## config.mk

```make
export PLATFORM = sky130hd
export DESIGN_NAME = hns_queue
export DESIGN_NICKNAME = d
export VERILOG_FILES = /design/src/rtl/core/hns_pkg.sv /design/src/rtl/core/hns_queue.sv
export VERILOG_INCLUDE_DIRS = /design/src /design/src/rtl/core
export SDC_FILE = /design/constraint.sdc
export NUM_CORES = 1
export LEC_CHECK = 0
export BUFFER_PORTS_ARGS = -buffer_cell sky130_fd_sc_hd__buf_2
export CORE_UTILIZATION = 56
export CTS_CLUSTER_SIZE = 28
export DETAILED_ROUTE_END_ITERATION = 8
export PLACE_DENSITY = 0.78
export SETUP_SLACK_MARGIN = 0.1
export SLEW_MARGIN = 20
export SYNTH_ARGS = -nofsm -noshare
export SYNTH_HDL_FRONTEND = slang
export SYNTH_SLANG_ARGS = --single-unit
```

## constraint.sdc

```tcl
create_clock -name clk -period 3.44 [get_ports clk]
set_clock_uncertainty 0.2 [all_clocks]
set_input_delay 0.516 -clock clk [delete_from_list [all_inputs] [get_ports clk]]
set_output_delay 0.516 -clock clk [all_outputs]
set_load 0.03 [all_outputs]
```

## src/rtl/core/heightmap_normal_stencil_macros.svh

```systemverilog
// Assertion helpers; the using module must have clk and rst_n in scope.
`ifndef HEIGHTMAP_NORMAL_STENCIL_MACROS_SVH
`define HEIGHTMAP_NORMAL_STENCIL_MACROS_SVH

// same-cycle implication
`define HNS_ASSERT_NOW(lbl, ante, cons, msg) \
  lbl: assert property (@(posedge clk) disable iff (!rst_n) (ante) |-> (cons)) \
    else $error(msg);

// next-cycle implication
`define HNS_ASSERT_NEXT(lbl, ante, cons, msg) \
  lbl: assert property (@(posedge clk) disable iff (!rst_n) (ante) |=> (cons)) \
    else $error(msg);

`endif

```

## src/rtl/core/hns_pkg.sv

```systemverilog
`timescale 1ns / 1ps
package hns_pkg;

  localparam int ROW_W      = 10;
  localparam int COL_W      = 10;
  localparam int HS_W       = 16;
  localparam int NX_W       = 16;
  localparam int NY_W       = 15;
  localparam int DIFF_W     = 17;
  localparam int MAG_W      = 16;
  localparam int SQ_W       = 32;
  localparam int YSQ_W      = 30;
  localparam int SUM_W      = 34;
  localparam int GRID_CFG_W = 11;
  localparam int UP_W       = 15;
  localparam int CFG_IDX_W  = 2;
  localparam int CFG_DATA_W = 15;

  localparam int DIV_STEPS  = 31;
  localparam int SQRT_STEPS = 16;
  localparam int ROOT_W     = 16;
  localparam int SREM_W     = 18;
  localparam int SOP_W      = 32;
  localparam int SCALE_LAT  = 1 + DIV_STEPS + SQRT_STEPS;

  localparam int QUEUE_DEPTH = 4;
  localparam int QPTR_W      = 2;
  localparam int QCNT_W      = 3;

  localparam int GRID_MIN = 3;
  localparam int GRID_MAX = 1024;

  localparam logic [GRID_CFG_W-1:0] WIDTH_RST  = 11'd256;
  localparam logic [GRID_CFG_W-1:0] HEIGHT_RST = 11'd256;
  localparam logic [UP_W-1:0]       UP_RST     = 15'd2560;
  localparam logic [NY_W-1:0]       UNIT_Q14   = 15'd16384;

  localparam logic [CFG_IDX_W-1:0] CFG_GRID_WIDTH   = 2'd0;
  localparam logic [CFG_IDX_W-1:0] CFG_GRID_HEIGHT  = 2'd1;
  localparam logic [CFG_IDX_W-1:0] CFG_UP_COMPONENT = 2'd2;

  typedef struct packed {
    logic [GRID_CFG_W-1:0] width_u;
    logic [GRID_CFG_W-1:0] height_u;
    logic [UP_W-1:0]       up_u;
  } cfg_t;

  typedef struct packed {
    logic [ROW_W-1:0]         row;
    logic [COL_W-1:0]         col;
    logic                     border;
    logic signed [DIFF_W-1:0] x;
    logic signed [DIFF_W-1:0] z;
  } work_t;

  typedef struct packed {
    logic [ROW_W-1:0] row;
    logic [COL_W-1:0] col;
    logic             border;
    logic             neg_x;
    logic             neg_z;
  } tag_t;

endpackage

```

## src/rtl/core/hns_queue.sv

```systemverilog
`timescale 1ns / 1ps
`include "heightmap_normal_stencil_macros.svh"
module hns_queue (
  input  logic                       clk,
  input  logic                       rst_n,
  input  logic                       push,
  input  hns_pkg::work_t             push_item,
  input  logic                       pop,
  output hns_pkg::work_t             head,
  output logic                       nonempty,
  output logic [hns_pkg::QCNT_W-1:0] level
);
  import hns_pkg::*;

  work_t             ent_r [QUEUE_DEPTH];
  logic [QPTR_W-1:0] wr_r, rd_r;
  logic [QCNT_W-1:0] count_r, count_nxt;

  always_comb begin
    count_nxt = count_r;
    if (push && !pop) begin
      count_nxt = count_r + 1'b1;
    end else if (pop && !push) begin
      count_nxt = count_r - 1'b1;
    end
  end

  always_ff @(posedge clk) begin
    if (!rst_n) begin
      wr_r    <= '0;
      rd_r    <= '0;
      count_r <= '0;
    end else begin
      count_r <= count_nxt;
      if (push) begin
        wr_r <= wr_r + 1'b1;
      end
      if (pop) begin
        rd_r <= rd_r + 1'b1;
      end
    end
  end

  always_ff @(posedge clk) begin
    if (push) begin
      ent_r[wr_r] <= push_item;
    end
  end

  assign head     = ent_r[rd_r];
  assign nonempty = (count_r != '0);
  assign level    = count_r;

  `HNS_ASSERT_NOW(a_no_overflow, push, count_r < QCNT_W'(QUEUE_DEPTH), "queue overflow")
  `HNS_ASSERT_NOW(a_no_underflow, pop, count_r != '0, "queue underflow")
  `HNS_ASSERT_NEXT(a_level_hold, !push && !pop, $stable(count_r), "queue level moved idle")
endmodule

```

[After elaboration in Yosys (flattened, before gate mapping)]
Memory sizes are Yosys's and may differ from the RTL's. A register that Yosys moved wholly into a read port is not among the register bits.
Cells that the tools add are included.
Word-level totals
  register bits after elaboration: 7
  bits in writable memories: 220
  bits of input ports: 59
  output and inout bits: 59
  logic and storage cells: 20
  memories: 1
Cells by class
  $add $sub $neg: 4
  multiplexer cells: 6
  reduce and logical (&&, ||, !) cells: 6
Memories
  ent_r: depth 4, width 55, rd ports 1, clocked after Yosys merged registers in 1, write ports 1, line hns_queue.sv:15  | work_t ent_r [QUEUE_DEPTH];
Operator list (number)
  $mux W3: 2
  $add A2 B1 Y2 const B: 2
  $mux W2: 2
  $add A3 B1 Y3 const B: 1
  $reduce_bool A3 Y1: 1
  $sub A3 B1 Y3 const B: 1
  $logic_and A1 B1 Y1: 2
  $logic_not A1 Y1: 2
  $mux W1: 2
  $reduce_bool A2 Y1: 1

[Longest topological paths before layout]
  depth after elaboration: 4
  depth in mapped cells: 7

[Worst setup path before layout]
Ideal clock, no wire load.
  kind: reg-to-reg
  start: register wr_r[0]
  end: memory ent_r[2][0] in the netlist's numbering, enable pin
  arrival time: 1845 ps
  data required time: 2822 ps
  path slack: 977 ps
  cell stages (with the launch flop): 4
  clock period less this slack: 2463 ps
  cells stage by stage: dfxtp_1 -> inv_1 -> ha_1 -> and2_1
RTL lines
  start, declared: line hns_queue.sv:16  | logic [QPTR_W-1:0] wr_r, rd_r;
  start signal, assigned: line hns_queue.sv:36  | wr_r <= wr_r + 1'b1;
  end, declared: line hns_queue.sv:15
Straight into the memory's write port.

==> impl_results.md <==
- Crit share post-route: around 87%
- Comb power frac: 11.7%
- CTS tree: yes
- Core box area: 14640 um2
- Cells after synthesis: 329
- Pwr dens: 637.9 nW/um2
- Worst Tran Pin Value: 0.7656 ns
- Final global-route overflow total: 0
- Yosys warns: 0
- Main combinational cell family by area after synthesis: multiplexers
- Sequential Power Share: 51.2%
- Netlist cell types: 20
- DRC violations left: 24
- Run status: complete, but fails checks
- CTS buffer count: 22
- Fill count: 930
- Dpl cells: 626
- Initial DRC Count: 299
- Antenna violations before repair: 1
- Worst vdd ir: 0.3605 mV
- Die footprint: 15570 um2
- CP Class: reg2out
- Xor/xnor share of the synthesized area: less than 1%
- Final Hold Fails: 0
- Largest net degree at the start of global routing: 38
- Failing checks: design-rule violations
- Fraction of layout cells with a size suffix above 1: 44.40%
- Post-DP HPWL: 8.752 mm
- Worst-path clk slew: 0.06 ns
- CTS resizes: 0
- Worst EP arrival: 2.29 ns
- Clock power share: 37.1%
- Post-synthesis mux area share: 15.13%
- Worst Setup End Kind: output pin
- Post-Synth Simple-Gate Area: 1.008%
- HP Class: in2reg
- Cell internal pwr: 4.901 mW
- Area Growth Syn to Fin: 18.25%
- Post-route ant nets: 0
- CTS Buffer Depth: 3
- First-pass GRT wire length: 22.43 mm
- Clock root buffer: clkbuf_16
- RSZ-0062 raised after global routing: no
- Final Max Tran Viols: 0
- Final setup TNS: 0 ns
- Register bit total from synthesis: between 200 and 250
- Hold buffers post-CTS: 0
- Pre-antenna DRT Iters: 6
- I/O Buffers: 117
- Mapped cell area: 8444 um2
- CTS Sinks: 229
- Via Count: 3780
- Vias per Instance: 5.667
- Max-cap violations: 0
- Tmin final: around 3 ns
- Net Sw Frac: roughly 23%
- Worst Setup Start Kind: register
- Total GRT Usage: about a fifth
- H-tree lvl count: 1
- Layout Cells excl Fill: 667
- Starting Density: slightly below 60%
- Cell Rows: 44
- Die width: about 120 um
- # nets final: 531
- Post-synthesis compound-gate area fraction: 0.1482%
- # IOs: roughly 120
- R2R Setup Slk: 1.41 ns
- Net Switching: 1.469 mW
- Pleak: 3.429 nW
- Sequential element share of the synthesized area: between 80% and 90%
- Post-CTS setup buffers: 0
- Final WL: around 14 mm
- Fmax: between 300 and 400 MHz
- Routed wire per std cell: 21.59 um
- Max_slew headroom: about half
- Syn_nets: 394
- Vias in the first global route: just over 4000
- Die Y: 124.8 um
- Hold_sp: push_item[54]
- RR Startpoint: wr_r[0]
- Syn Area/Cell: 25.67 um2
- Synth Area in Adders: 0.9779%
- Critical path peak fanout: 28
- CP Data Required Time: 2.72 ns
- Clock Latency Late Sink: 0.49 ns
- Setup violations, final: 0
- Final GP Congestion: 0.6918
## synthesized netlist by cell type
cell type,n,share of area (%)
nand2_1,1,0.044
buf_12,5,1.2
ha_1,5,0.74
or3_1,2,0.15
o21ai_0,1,0.059
buf_6,1,0.13
a21boi_0,1,0.089
edfxtp_1,220,78
xor2_1,3,0.31
clkbuf_2,1,0.059
xnor2_1,2,0.21
and2_1,9,0.67
buf_2,5,0.30
mux4_2,50,13
mux4_1,5,1.6
nor2b_1,2,0.15
dfxtp_1,9,2.1
inv_1,4,0.18
mux2i_1,2,0.24
fa_1,1,0.24
## worst max-delay path, stage by stage (launching register included)
cell	delay (ns)
dfxtp_4	0.72
buf_4	0.33
mux4_1	0.56
buf_2	0.19
## power by group through the flow
| stage | clock network, mW | registers (mW) | logic [mW] |
|---|---|---|---|
| 2_1_floorplan | 0 | 3.30 | 0.541 |
| 3_3_place_gp | 0 | 3.31 | 0.738 |
| 3_5_place_dp | 0 | 3.33 | 0.755 |
| 4_1_cts | 2.41 | 3.27 | 0.757 |
| 5_1_grt | 2.51 | 3.28 | 0.791 |
| 6_report | 2.36 | 3.26 | 0.747 |
## stage by stage
stage / power [mW] / util (%) / setup slack [ns] / area, um2 / hold slack (ns)
floorplan: 3.843 / - / 0.9769 / 8444 / 0.3276
global placement: 4.052 / 63.26 / 0.8867 / 9264 / 0.2800
detailed placement: 4.081 / 63.26 / 0.8702 / 9264 / 0.3274
CTS: 6.436 / 68.17 / 0.3410 / 9983 / 0.01726
global route: 6.582 / 68.17 / 0.2443 / 9983 / 0.01664
finish: 6.370 / 68.19 / 0.4343 / 9986 / 0.03575
## path summary, 6_finish.rpt
kind,endpoint,cells after the start
min reg2reg,level[2],2
max reg2reg,ent_r[3][24],3
max,head[45],3
min,ent_r[0][54],1
## final cells by class
type	instances	area, um2	share of cell area, %
sequential	229	6792	68.01
inverter	4	15.01	0.1504
timing repair buffer	125	720.7	7.217
multi-input combinational	84	1506	15.09
antenna	1	2.502	0.02506
tap	184	230.2	2.305
clock buffer	30	621.8	6.227
clock inverter	10	97.59	0.9773
## placed cells by master, fill, tap and decap left out, types with 2 or more instances in the layout
cell type	instances
and2_1	5
and2_2	4
buf_12	6
buf_2	117
buf_4	2
bufinv_16	2
clkbuf_1	5
clkbuf_16	23
clkbuf_8	2
clkinv_1	2
clkinv_2	6
dfxtp_1	7
edfxtp_1	220
ha_1	5
inv_1	4
mux2i_1	2
mux4_1	5
mux4_2	50
nor2b_1	2
or3_1	2
xnor2_1	2
xor2_1	3
## cell families (layout without fill, tap and decap cells)
kind of cell	count (synthesis)	count (layout)
flops	229	229
mux	57	57
buf+inv	16	169
simple gates	14	14
fa+ha+maj	6	6
xor+xnor	5	5
compound gates	2	2
other cells	0	1
## sequential cells by signal (all words and copies together), names as in the netlist, named ones only
| name | count |
|---|---|
| ent_r | 220 |
| level | 3 |
| wr_r | 2 |
| rd_r | 2 |
## layer usage
layer  up-vias  GRT usage [%]  share of wire (%)
li1       1676              -                  -
met1      1961          24.55                 40
met2       121          33.64                 53
met3        22          4.038                6.1
met4         0          6.028                1.7
met5         -              0                  0
Note: power is estimated with default switching activity, not from simulation.
